[config.mk]
export PLATFORM = sky130hd
export DESIGN_NAME = tilt_average_hysteresis_classifier
export DESIGN_NICKNAME = d
export VERILOG_FILES = /design/src/rtl/tahc_pkg.sv /design/src/rtl/tahc_cell.sv /design/src/rtl/tahc_classifier.sv /design/src/rtl/tilt_average_hysteresis_classifier.sv
export SDC_FILE = /design/constraint.sdc
export NUM_CORES = 1
export LEC_CHECK = 0
export ABC_AREA = 1
export BUFFER_PORTS_ARGS = -buffer_cell sky130_fd_sc_hd__buf_4
export CAP_MARGIN = 10
export CORE_MARGIN = 5
export CORE_UTILIZATION = 55
export CTS_CLUSTER_SIZE = 10
export DETAILED_ROUTE_END_ITERATION = 10
export GPL_TIMING_DRIVEN = 0
export PLACE_DENSITY_LB_ADDON = 0.05
export SYNTH_ARGS = -nofsm -noshare
export SYNTH_HDL_FRONTEND = slang
export SYNTH_SLANG_ARGS = --single-unit
[constraint.sdc]
create_clock -name i_clk -period 8.9 [get_ports i_clk]
set_clock_uncertainty 0.1 [all_clocks]
set_input_delay 1.78 -clock i_clk [delete_from_list [all_inputs] [get_ports i_clk]]
set_output_delay 1.78 -clock i_clk [all_outputs]
set_load 0.05 [all_outputs]
[src/rtl/tahc_pkg.sv]
// Shared types, constants and register codes of the tilt average hysteresis classifier.
package tahc_pkg;

    localparam int SAMPLE_W      = 8;
    localparam int INTERVAL_W    = 16;
    localparam int THRESH_W      = 8;
    localparam int SWING_W       = 2;
    localparam int CFG_IDX_W     = 8;
    localparam int CFG_DATA_W    = 16;
    localparam int WINDOW_LEN_DEF = 6;

    localparam logic [INTERVAL_W-1:0] INTERVAL_RST = 16'd50;
    localparam logic [THRESH_W-1:0]   LEFT_RST     = 8'd95;
    localparam logic [THRESH_W-1:0]   RIGHT_RST    = 8'd70;
    localparam logic [THRESH_W-1:0]   MARGIN_RST   = 8'd5;

    // Configuration register indexes.
    localparam logic [CFG_IDX_W-1:0] REG_INTERVAL = 8'd0;
    localparam logic [CFG_IDX_W-1:0] REG_LEFT     = 8'd1;
    localparam logic [CFG_IDX_W-1:0] REG_RIGHT    = 8'd2;
    localparam logic [CFG_IDX_W-1:0] REG_MARGIN   = 8'd3;

    // Codes driven on the swing state output.
    localparam logic [SWING_W-1:0] SWING_STRAIGHT = 2'd0;
    localparam logic [SWING_W-1:0] SWING_LEFT     = 2'd1;
    localparam logic [SWING_W-1:0] SWING_RIGHT    = 2'd2;

    typedef enum logic [2:0] {
        DIR_STRAIGHT = 3'b001,
        DIR_LEFT     = 3'b010,
        DIR_RIGHT    = 3'b100
    } t_dir;

    // Threshold settings handed to the classifier.
    typedef struct packed {
        logic [THRESH_W-1:0] left;
        logic [THRESH_W-1:0] right;
        logic [THRESH_W-1:0] margin;
    } t_thresh;

    // Update request from the window stage to the classifier stage.
    typedef struct packed {
        logic load;
        logic taken;
    } t_cls_ctrl;

endpackage

[src/rtl/tahc_cell.sv]
// One window cell: holds a sample and passes it to its neighbor on each shift.
module tahc_cell
    import tahc_pkg::*;
(
    input  logic                i_clk,
    input  logic                i_rst_n,
    input  logic                i_shift,
    input  logic [SAMPLE_W-1:0] i_d,
    output logic [SAMPLE_W-1:0] o_q
);

    logic [SAMPLE_W-1:0] r_q;

    always_ff @(posedge i_clk) begin
        if (!i_rst_n) begin
            r_q <= '0;
        end else if (i_shift) begin
            r_q <= i_d;
        end
    end

    assign o_q = r_q;

endmodule

[src/rtl/tahc_classifier.sv]
// Averaging divider and hysteresis classifier holding the current average and direction.
module tahc_classifier
    import tahc_pkg::*;
#(
    parameter int WINDOW_LEN = WINDOW_LEN_DEF,
    parameter int SUM_W      = 11
) (
    input  logic                i_clk,
    input  logic                i_rst_n,
    input  t_cls_ctrl           i_ctrl,
    input  logic [SUM_W-1:0]    i_sum,
    input  t_thresh             i_thresh,
    output logic [SWING_W-1:0]  o_swing_state,
    output logic [SAMPLE_W-1:0] o_average_value
);

    // floor(sum / WINDOW_LEN) as a multiply by a rounded-up reciprocal.
    localparam int SHIFT  = SUM_W + $clog2(WINDOW_LEN);
    localparam int PROD_W = SUM_W + SHIFT + 1;
    localparam logic [SHIFT:0] RECIP = (SHIFT+1)'(((1 << SHIFT) + WINDOW_LEN - 1) / WINDOW_LEN);

    logic [PROD_W-1:0]   w_prod;
    logic [SAMPLE_W-1:0] w_avg;
    logic [THRESH_W:0]   w_avg_ext;
    logic [THRESH_W:0]   w_avg_plus_m;
    logic [THRESH_W:0]   w_right_plus_m;
    t_dir                n_dir;
    t_dir                r_dir;
    logic [SAMPLE_W-1:0] r_avg;

    assign w_prod = PROD_W'(i_sum) * PROD_W'(RECIP);
    assign w_avg  = w_prod[SHIFT +: SAMPLE_W];

    // Nine-bit sums keep the return thresholds from wrapping.
    assign w_avg_ext      = {1'b0, w_avg};
    assign w_avg_plus_m   = w_avg_ext + {1'b0, i_thresh.margin};
    assign w_right_plus_m = {1'b0, i_thresh.right} + {1'b0, i_thresh.margin};

    always_comb begin
        n_dir = r_dir;
        unique case (r_dir)
            DIR_STRAIGHT: begin
                if (w_avg > i_thresh.left) begin
                    n_dir = DIR_LEFT;
                end else if (w_avg < i_thresh.right) begin
                    n_dir = DIR_RIGHT;
                end
            end
            DIR_LEFT: begin
                if (w_avg_plus_m < {1'b0, i_thresh.left}) begin
                    n_dir = DIR_STRAIGHT;
                end
            end
            DIR_RIGHT: begin
                if (w_avg_ext > w_right_plus_m) begin
                    n_dir = DIR_STRAIGHT;
                end
            end
            default: begin
                n_dir = DIR_STRAIGHT;
            end
        endcase
    end

    always_ff @(posedge i_clk) begin
        if (!i_rst_n) begin
            r_dir <= DIR_STRAIGHT;
            r_avg <= '0;
        end else if (i_ctrl.load && i_ctrl.taken) begin
            r_dir <= n_dir;
            r_avg <= w_avg;
        end
    end

    always_comb begin
        unique case (r_dir)
            DIR_LEFT:  o_swing_state = SWING_LEFT;
            DIR_RIGHT: o_swing_state = SWING_RIGHT;
            default:   o_swing_state = SWING_STRAIGHT;
        endcase
    end

    assign o_average_value = r_avg;

endmodule

[src/rtl/tilt_average_hysteresis_classifier.sv]
// Top level of the tilt classifier: tick decimation, sample window and output stage.
//
// Each input transaction is one tick carrying a converter sample, and each tick yields
// exactly one output transaction with the current swing state, the current average and
// a flag telling whether this tick took a sample. The block sustains one transaction per
// clock cycle while the output is not stalled. In the window stage the tick countdown is
// checked and, on a sampling tick, the sample is shifted into a row of WINDOW_LEN cells
// while the running sum drops the oldest cell and adds the new sample; in the output stage
// the sum is divided by WINDOW_LEN through a reciprocal multiply and, on a sampling tick,
// the hysteresis classifier updates, landing in the output register. The window stage may
// hold one more transaction while a result waits on a stalled output, so input stall rises
// only when both stages are full and the output is stalled. Configuration writes are always
// ready and take effect at once; writes to indexes beyond the four registers are ignored.
module tilt_average_hysteresis_classifier
    import tahc_pkg::*;
#(
    parameter int WINDOW_LEN = WINDOW_LEN_DEF
) (
    input  logic                  i_clk,
    input  logic                  i_rst_n,
    // Tick input channel.
    input  logic                  i_in_valid,
    output logic                  o_in_stall,
    input  logic [SAMPLE_W-1:0]   i_sample,
    // Result channel.
    output logic                  o_out_valid,
    input  logic                  i_out_stall,
    output logic [SWING_W-1:0]    o_swing_state,
    output logic [SAMPLE_W-1:0]   o_average_value,
    output logic                  o_sample_taken,
    // Configuration write channel.
    input  logic                  i_cfg_valid,
    output logic                  o_cfg_ready,
    input  logic [CFG_IDX_W-1:0]  i_cfg_index,
    input  logic [CFG_DATA_W-1:0] i_cfg_data
);

    // The sum of a full window of maximum samples sets the accumulator width.
    localparam int SUM_MAX = WINDOW_LEN * ((1 << SAMPLE_W) - 1);
    localparam int SUM_W   = $clog2(SUM_MAX + 1);

    // Configuration registers.
    logic [INTERVAL_W-1:0] r_interval;
    t_thresh               r_thresh;

    // Window stage.
    logic [INTERVAL_W-1:0] r_cnt;
    logic [SUM_W-1:0]      r_sum;
    logic                  r_a_valid;
    logic                  r_a_taken;
    logic [SAMPLE_W-1:0]   w_cell [WINDOW_LEN];
    logic                  w_take;
    logic                  w_accept;

    // Output stage.
    logic                  r_out_valid;
    logic                  r_out_taken;
    logic                  w_a_ready;
    logic                  w_b_ready;
    logic                  w_b_load;
    t_cls_ctrl             w_ctrl;

    assign o_cfg_ready = 1'b1;

    always_ff @(posedge i_clk) begin
        if (!i_rst_n) begin
            r_interval      <= INTERVAL_RST;
            r_thresh.left   <= LEFT_RST;
            r_thresh.right  <= RIGHT_RST;
            r_thresh.margin <= MARGIN_RST;
        end else if (i_cfg_valid) begin
            unique case (i_cfg_index)
                REG_INTERVAL: r_interval      <= i_cfg_data;
                REG_LEFT:     r_thresh.left   <= i_cfg_data[THRESH_W-1:0];
                REG_RIGHT:    r_thresh.right  <= i_cfg_data[THRESH_W-1:0];
                REG_MARGIN:   r_thresh.margin <= i_cfg_data[THRESH_W-1:0];
                default: begin
                end
            endcase
        end
    end

    // Handshake: each stage advances when the stage after it is empty or moving.
    assign w_b_ready  = !r_out_valid || !i_out_stall;
    assign w_a_ready  = !r_a_valid || w_b_ready;
    assign w_b_load   = r_a_valid && w_b_ready;
    assign w_accept   = i_in_valid && w_a_ready;
    assign o_in_stall = !w_a_ready;

    // A tick samples when the countdown has run down to one or zero; an interval of
    // zero reloads zero, so every following tick samples.
    assign w_take = w_accept && (r_cnt <= INTERVAL_W'(1));

    always_ff @(posedge i_clk) begin
        if (!i_rst_n) begin
            r_cnt     <= '0;
            r_sum     <= '0;
            r_a_valid <= 1'b0;
            r_a_taken <= 1'b0;
        end else begin
            if (w_accept) begin
                r_cnt     <= (r_cnt <= INTERVAL_W'(1)) ? r_interval : r_cnt - INTERVAL_W'(1);
                r_a_taken <= (r_cnt <= INTERVAL_W'(1));
            end
            if (w_take) begin
                // The last cell holds the oldest sample, which leaves the window now.
                r_sum <= r_sum - SUM_W'(w_cell[WINDOW_LEN-1]) + SUM_W'(i_sample);
            end
            if (w_a_ready) begin
                r_a_valid <= i_in_valid;
            end
        end
    end

    // Row of window cells, newest at the head.
    for (genvar k = 0; k < WINDOW_LEN; k++) begin : g_cells
        logic [SAMPLE_W-1:0] w_d;
        if (k == 0) begin : g_head
            assign w_d = i_sample;
        end else begin : g_link
            assign w_d = w_cell[k-1];
        end
        tahc_cell u_cell (
            .i_clk   (i_clk),
            .i_rst_n (i_rst_n),
            .i_shift (w_take),
            .i_d     (w_d),
            .o_q     (w_cell[k])
        );
    end

    always_ff @(posedge i_clk) begin
        if (!i_rst_n) begin
            r_out_valid <= 1'b0;
            r_out_taken <= 1'b0;
        end else begin
            if (w_b_ready) begin
                r_out_valid <= r_a_valid;
            end
            if (w_b_load) begin
                r_out_taken <= r_a_taken;
            end
        end
    end

    assign w_ctrl.load  = w_b_load;
    assign w_ctrl.taken = r_a_taken;

    tahc_classifier #(
        .WINDOW_LEN (WINDOW_LEN),
        .SUM_W      (SUM_W)
    ) u_classifier (
        .i_clk           (i_clk),
        .i_rst_n         (i_rst_n),
        .i_ctrl          (w_ctrl),
        .i_sum           (r_sum),
        .i_thresh        (r_thresh),
        .o_swing_state   (o_swing_state),
        .o_average_value (o_average_value)
    );

    assign o_out_valid    = r_out_valid;
    assign o_sample_taken = r_out_taken;

    // The running sum never exceeds a window full of maximum samples.
    a_sum_range: assert property (@(posedge i_clk) disable iff (!i_rst_n)
        r_sum <= SUM_W'(SUM_MAX))
        else $error("window sum out of range");

    // A tick that took no sample leaves the average as it was.
    a_idle_tick_keeps_avg: assert property (@(posedge i_clk) disable iff (!i_rst_n)
        (w_b_load && !r_a_taken) |=> $stable(o_average_value))
        else $error("average changed on a tick without a sample");

    // Input stall only rises when both stages are full and the output is held.
    a_stall_only_when_full: assert property (@(posedge i_clk) disable iff (!i_rst_n)
        o_in_stall |-> (r_a_valid && r_out_valid && i_out_stall))
        else $error("input stalled with room in the pipeline");

    // The window only shifts on an accepted transaction.
    a_take_needs_accept: assert property (@(posedge i_clk) disable iff (!i_rst_n)
        w_take |-> (i_in_valid && !o_in_stall))
        else $error("window shifted without an accepted transaction");

endmodule
==> flow_summary.toml, run 1 <==
[worst_hold_path]
min_path_cells = 2
hold_end = "o_sample_taken"
hold_path_startpoint = "o_sample_taken"
min-delay-path-class = "register to register"

[floorplan]
rows = 47
die_y_um = 139
core_area_um2 = 16500
dieArea_um2 = 19400
ios = 51
start_util = 0.557
fp.dieW_um = 139

[status]
status = "complete, no violations"

[timing]
period_minus_slack_ns = 7.15
setup-tns-final_ns = 0
setup_violations = 0
slew_viol_final = 0
hold_violations = 0
max_slew_margin = 0.423
min_period_over_period = 0.803
fmax_mhz = 140
rsz0062_at_grt = "no"
tightest_slew_ns = 0.860

[synth]
synth-seq-area-share = 0.284
postSynthAreaPerCell_um2 = 7.77
synth_fp_nets = 1388
synth_cells = 1181
yosysWarnings = 0
ys_ff_latch = 130
post_synth_num_cell_types = 49
syn_area_um2 = 9170

[detailed_routing]
finalWirelength_um = 21400
drt_first_pass_iters = 5
viasPerCell = 5.23
drc = 0
dr.first_iter.drc_count = 378
routedWlPerCell_um = 14.4
route.met2.wl_um = 9980
drtAntennaViolNets = 0
via_count = 7756
wl_met1_um = 10300
top_layer_used = "met4"
wl_met3_um = 726

[clock_network]
post_cts.repair.setup_buffers = 0
root_buffer = "clkbuf_16"
worstSkewPairLatency_ns = 0.43
cts_max_level = 4
cts-resized-gates = 0
holdBufCountCts = 0
path_clk_slew_ns = 0.06
cts_buffers = 17
clock-sinks = 130
clk_path_buf_depth = 2
cts_tree = "yes"

[final_layout]
multi_input_area_um2 = 5680
layout_common_cells = "inv_1 (189), nor2_1 (151), nand2_1 (141)"
num_antenna_cells = 0
fill_cells = 1537
final_common_cell = "inv_1"
regArea_um2 = 2600
fin_util = 0.631
fin_nets = 1456
synthToLayoutAreaGrowth_pct = 13.3
drive_above_1_share = 0.0927

[setup_path]
path_common_cell = "nand2_1"
worstPathArrival_ns = 7.34
r2r_end = "u_classifier.r_dir[1]"
reg2reg_from = "r_sum[7]"
rrSetupSlack_ns = 1.75
crit_path_top_delay_cell = "xor2_1"
worstSetupStartpointType = "register"
required_ns = 9.09
crit_type = "register to register"
critPathMaxStageDelay_ns = 0.58
cp_top_family = "adder cells"
path_max_fanout = 6
cp-end-kind = "register"
ff2ff_path_depth = 37
cp_num_buf_inv = 5

[global_routing]
grt_usage = 0.227
grt_max_degree = 17
grt_pass1_vias = 7581
grt_pass1_wl_um = 36200
antenna_found_initial = 0
gr-total-overflow = 0

[placed_design]
dp_hpwl_um = 16800
io_buffers = 49
place_congestion = 0.862

[job]
max_cap_viol_count = 0
-- sequential cells by signal (all words and copies together) (netlist names) --
signal / cells
g_cells.u_cell.o_q: 48
r_thresh: 24
r_cnt: 16
r_interval: 16
r_sum: 11
u_classifier.o_average_value: 8
u_classifier.r_dir: 3
o_out_valid: 1
o_sample_taken: 1
r_a_taken: 1
r_a_valid: 1
-- layout make-up --
| class | count | area share |
|---|---|---|
| Tap cell | 220 | 0.0265 |
| Clock inverter | 14 | 0.0134 |
| Buffer | 32 | 0.0135 |
| Inverter | 200 | 0.0722 |
| Multi-Input combinational cell | 819 | 0.546 |
| Timing Repair Buffer | 49 | 0.0354 |
| Clock buffer | 18 | 0.0423 |
| Sequential cell | 130 | 0.250 |
-- how the worst max path moves through the flow --
stage	from	to	cells past startpoint
after floorplan	r_sum[8]	u_classifier.r_dir[1]	38
after global placement	r_sum[7]	u_classifier.r_dir[1]	37
after detailed placement	r_sum[7]	u_classifier.r_dir[1]	37
after CTS	r_sum[7]	u_classifier.r_dir[1]	37
after global routing	r_sum[7]	u_classifier.r_dir[1]	37
final	r_sum[7]	u_classifier.r_dir[1]	37
-- cell usage after synthesis, drive strengths merged --
library cell	count	share of area
nor3	11	0.0078
inv	198	0.081
and3	1	0.00068
fa	42	0.092
nor2	156	0.066
a32oi	2	0.0019
o41ai	1	0.00096
a21boi	1	0.00082
o31ai	2	0.0016
o21ai	113	0.063
or4	1	0.00082
nor3b	2	0.0016
nor4	1	0.0023
nand4	7	0.0048
a221oi	1	0.00096
buf	10	0.0063
o2111ai	2	0.0019
or2	4	0.0030
ha	128	0.17
clkbuf	22	0.0090
nand2	144	0.060
nand3b	3	0.0025
xnor2	9	0.0086
a22oi	2	0.0016
o21bai	12	0.0098
a211oi	1	0.00082
a21oi	91	0.050
o21a	2	0.0016
o211ai	20	0.016
clkinv	2	0.00082
a21o	4	0.0033
xor2	23	0.022
nand3	30	0.016
a31oi	2	0.0014
dfxtp	130	0.28
conb	1	0.00041
-- layer usage --
metal  GRT usage  vias to the layer above
met2       0.377                      133
met3      0.0369                       32
met4      0.0675                        0
met5           0                        -
met1       0.307                     3608
li1            -                     3983
-- metrics by stage --
stage                     instance area [um^2]  hold slack (ns)  cells  setup slack [ns]
after detailed placement                  9810            0.353   1450              1.78
after CTS                                10400            0.361   1482              1.71
final                                    10400            0.364   1482              1.75
after global routing                     10400            0.396   1482              1.00
after floorplan                           9170            0.330   1181              2.63
after global placement                    9810            0.345   1450              1.79
-- worst min-delay path, stage by stage (launching register included) --
cell and delay, ns:
dfxtp_1 0.31, nand2_1 0.06, a21oi_1 0.05
-- logic make-up after synthesis --
group                    count (synthesis)  synth area share
buffers and inverters                  232            0.0971
XOR/XNOR                                32            0.0306
AND/OR/NAND/NOR                        360             0.165
AO/OA/AOI/OAI                          256             0.156
other                                    1          0.000409
flip-flops                             130             0.284
adder cells (fa/ha/maj)                170             0.266
Power of run 1 is not shown: default switching activity piles up to over one toggle a cycle in this logic, so the estimate is an artifact.
==> inputs of run 2 (changes only) <==
==> constraint.sdc (replaced) <==
create_clock -name i_clk -period 6.1 [get_ports i_clk]
set_clock_uncertainty 0.1 [all_clocks]
set_input_delay 1.22 -clock i_clk [delete_from_list [all_inputs] [get_ports i_clk]]
set_output_delay 1.22 -clock i_clk [all_outputs]
set_load 0.05 [all_outputs]
==> flow_summary.toml, run 2 (synthesis results as in run 1) <==
[status]
status = "finished, violations left"
failed_checks = "setup timing"

[global_routing]
grt_usage = 0.239
antenna_found_initial = 0
grt_max_degree = 17
grt_pass1_wl_um = 37500
gr-total-overflow = 0
grt_pass1_vias = 7616

[timing]
worst_slack_ns = -0.269
setup-tns-final_ns = -0.721
rsz0062_at_grt = "yes"
fmax_mhz = 157
min_period_over_period = 1.04
setup_violations = 3
max_slew_margin = 0.574
slew_viol_final = 0
period_minus_slack_ns = 6.37
tightest_slew_ns = 0.639
hold_violations = 0

[clock_network]
path_clk_slew_ns = 0.06
cts_max_level = 4
cts_buffers = 17
cts_tree = "yes"
root_buffer = "clkbuf_16"
clk_path_buf_depth = 2
worstSkewPairLatency_ns = 0.43
clock-sinks = 130

[floorplan]
rows = 47
die_y_um = 139
core_area_um2 = 16500
dieArea_um2 = 19400
start_util = 0.557
fp.dieW_um = 139
ios = 51

[final_layout]
synthToLayoutAreaGrowth_pct = 24.5
final_common_cell = "inv_1"
largest_register_ffs = 48
layout_common_cells = "inv_1 (175), nor2_1 (149), nand2_1 (126)"
fin_nets = 1505
drive_above_1_share = 0.195
num_antenna_cells = 0
fin_cells = 1531
fill_cells = 1378
design_area_um2 = 11400

[setup_path]
cp_num_buf_inv = 19
required_ns = 6.35
cp_top_family = "adder cells"
reg2reg_from = "r_sum[9]"
worstSetupStartpointType = "register"
crit_type = "register to register"
crit_path_top_delay_cell = "fa_2"
cp-end-kind = "register"
worstPathArrival_ns = 6.62
path_max_fanout = 4
path_common_cell = "buf_4"
critPathMaxStageDelay_ns = 0.58
crit_start = "r_sum[9]"

[placed_design]
place_area_um2 = 9880
io_buffers = 49
dp_hpwl_um = 17000
place_congestion = 0.865
dp_cells = 1450

[worst_hold_path]
hold_path_startpoint = "r_interval[11]"
min-delay-path-class = "register to register"

[detailed_routing]
drtAntennaViolNets = 0
via_count = 7970
drt_first_pass_iters = 5
finalWirelength_um = 23300
routedWlPerCell_um = 15.2
viasPerCell = 5.21
dr.first_iter.drc_count = 387
drc = 0

[job]
max_cap_viol_count = 0
## run 2: cell count changes in the layout (fill, tap and decap cells not counted), moves of 7 or more
cell	change
nand2_2	+9
inv_1	-14
nand2_1	-15
ha_4	+20
a21oi_2	+9
buf_4	+45
inv_2	+13
nand3_2	+8
dfxtp_4	+7
dfxtp_1	-8
a21oi_1	-9
ha_1	-21
nand3_1	-8
## run 2: worst min-delay path, cell delays in order, from the launching register on
cell     delay (ns)
dfxtp_1        0.30
inv_1          0.07
a21oi_1        0.06
## run 2: area by class of cell
class                      count  area [um^2]  share of cell area
sequential                   130         2630               0.230
inverter                     200          753              0.0660
clock buffer                  18          429              0.0376
tap                          220          275              0.0241
multi-input combinational    819         6220               0.545
clock inverter                14          203              0.0178
buffer                        32          140              0.0123
timing repair buffer          98          759              0.0665
## run 2: path summary, 6_finish.rpt
path | end | slack, ns | cells past startpoint
setup / recovery | u_classifier.r_dir[1] | -0.27 | 41
hold reg to reg | r_interval[11] | 0.37 | 2
hold / removal | r_interval[11] | 0.37 | 2
setup reg to reg | u_classifier.r_dir[1] | -0.27 | 41
## run 2: stage by stage
stage / worst slack [ns] / hold slack (ns) / util
5_1_grt: -0.557 / 0.392 / 0.693
2_1_floorplan: 0.00691 / 0.330 / -
3_3_place_gp: -0.707 / 0.348 / 0.600
6_report: -0.269 / 0.367 / 0.693
3_5_place_dp: -0.705 / 0.354 / 0.600
4_1_cts: -0.214 / 0.363 / 0.674
## run 2: what timing repair did
item	4_1_cts	5_1_grt
resized for setup	55	48
hold buffers	0	0
pin swaps	41	33
endpoints found under the setup margin	3	3
setup buffers	36	13
## run 2: layer usage
layer | GRT usage | share of wire | up-vias
met3 | 0.0372 | 0.045 | 32
met4 | 0.0762 | 0.019 | 0
li1 | - | - | 4075
met5 | 0 | 0 | -
met1 | 0.324 | 0.46 | 3691
met2 | 0.395 | 0.48 | 172
Power of run 2 is left out for the same reason.
==> inputs of run 3 (changes only) <==
--- a/config.mk
+++ b/config.mk
@@ -9,7 +9,7 @@
 export BUFFER_PORTS_ARGS = -buffer_cell sky130_fd_sc_hd__buf_4
 export CAP_MARGIN = 10
 export CORE_MARGIN = 5
-export CORE_UTILIZATION = 55
+export CORE_UTILIZATION = 49
 export CTS_CLUSTER_SIZE = 10
 export DETAILED_ROUTE_END_ITERATION = 10
 export GPL_TIMING_DRIVEN = 0
==> flow_summary.toml, run 3 (synthesis results as in run 1) <==
[status]
status = "finished, violations left"
failed_checks = "setup timing"

[global_routing]
gr-total-overflow = 0
grt_usage = 0.218
grt_pass1_wl_um = 37900
grt_pass1_vias = 7763
grt_max_degree = 17
antenna_found_initial = 0

[final_layout]
fin_util = 0.606
fin_nets = 1491
num_antenna_cells = 0
final_common_cell = "inv_1"
layout_common_cells = "inv_1 (178), nor2_1 (150), nand2_1 (125)"
synthToLayoutAreaGrowth_pct = 22.9
drive_above_1_share = 0.183
design_area_um2 = 11300
largest_register_ffs = 48

[clock_network]
cts_max_level = 4
cts_tree = "yes"
holdBufCountCts = 0
clock-sinks = 130
root_buffer = "clkbuf_16"
cts_buffers = 17
path_clk_slew_ns = 0.06
clk_path_buf_depth = 2
worstSkewPairLatency_ns = 0.43

[timing]
rsz0062_at_grt = "yes"
period_minus_slack_ns = 6.27
min_period_over_period = 1.03
max_slew_margin = 0.563
worst_slack_ns = -0.167
hold_violations = 0
slew_viol_final = 0
setup_violations = 3
tightest_slew_ns = 0.655
fmax_mhz = 160

[setup_path]
required_ns = 6.29
reg2reg_from = "r_sum[7]"
worstSetupStartpointType = "register"
crit_type = "register to register"
crit_path_top_delay_cell = "fa_1"
cp-end-kind = "register"
critPathMaxStageDelay_ns = 0.57
rrSetupSlack_ns = -0.17
worstPathArrival_ns = 6.46
path_max_fanout = 3
crit_start = "r_sum[7]"
path_common_cell = "ha_4"

[floorplan]
start_util = 0.494
ios = 51
dieArea_um2 = 21600
fp.dieW_um = 147
rows = 50
die_y_um = 147
core_area_um2 = 18600

[placed_design]
dp_hpwl_um = 17300
io_buffers = 49
place_congestion = 0.834
place_area_um2 = 9900

[detailed_routing]
routedWlPerCell_um = 15.0
drc = 0
via_count = 7875
drt_first_pass_iters = 5
drtAntennaViolNets = 0
viasPerCell = 5.15
finalWirelength_um = 22900
dr.first_iter.drc_count = 399

[worst_hold_path]
hold_path_startpoint = "r_interval[11]"
min-delay-path-class = "register to register"

[job]
max_cap_viol_count = 0
-- run 3: cell count changes in the layout (fill, tap and decap cells not counted), sizes merged --
cell,change
clkinvlp,+1
buf,-14
inv,-1
bufinv,-2
-- run 3: worst max-delay path: cells and delay by family (launching register included) --
family	cells	cell delay, ns
buf+inv	5	0.38
compound gates	6	0.74
xor+xnor	2	0.43
flops	1	0.36
simple gates	14	0.95
fa+ha+maj	8	3.17
-- run 3: routing by layer --
metal  routed length [um]  GRT usage  vias to the layer above
met3                  710     0.0416                       31
li1                     -          -                     4040
met5                    0          0                        -
met2                10700      0.360                      127
met1                11100      0.292                     3677
met4                  419     0.0626                        0
-- run 3: final timing paths --
| path | cells past startpoint | endpoint |
|---|---|---|
| max reg2reg | 35 | u_classifier.r_dir[1] |
| max | 35 | u_classifier.r_dir[1] |
| min reg2reg | 2 | r_interval[11] |
| min | 2 | r_interval[11] |
-- run 3: repair_timing --
action	CTS	global route
gates resized for setup	71	33
pin swaps	44	37
setup endpoints to repair	3	3
setup buffers	27	9
-- run 3: per-stage QoR --
stage	std cells	TNS [ns]	hold WS [ns]	setup slack, ns
2_1_floorplan	1181	0	0.330	0.00691
4_1_cts	1521	-0.435	0.360	-0.175
6_report	1529	-0.406	0.358	-0.167
3_3_place_gp	1464	-2.15	0.351	-0.742
5_1_grt	1529	-1.34	0.378	-0.463
3_5_place_dp	1464	-2.17	0.352	-0.762
-- run 3: area by class of cell --
class,count,area [um^2]
Timing Repair Buffer,84,638
Multi-Input combinational cell,819,6240
Buffer,32,140
Sequential cell,130,2630
Tap cell,234,293
Clock inverter,12,134
Fill cell,1758,7310
Inverter,200,758
Clock buffer,18,439
Power of run 3 is left out for the same reason.
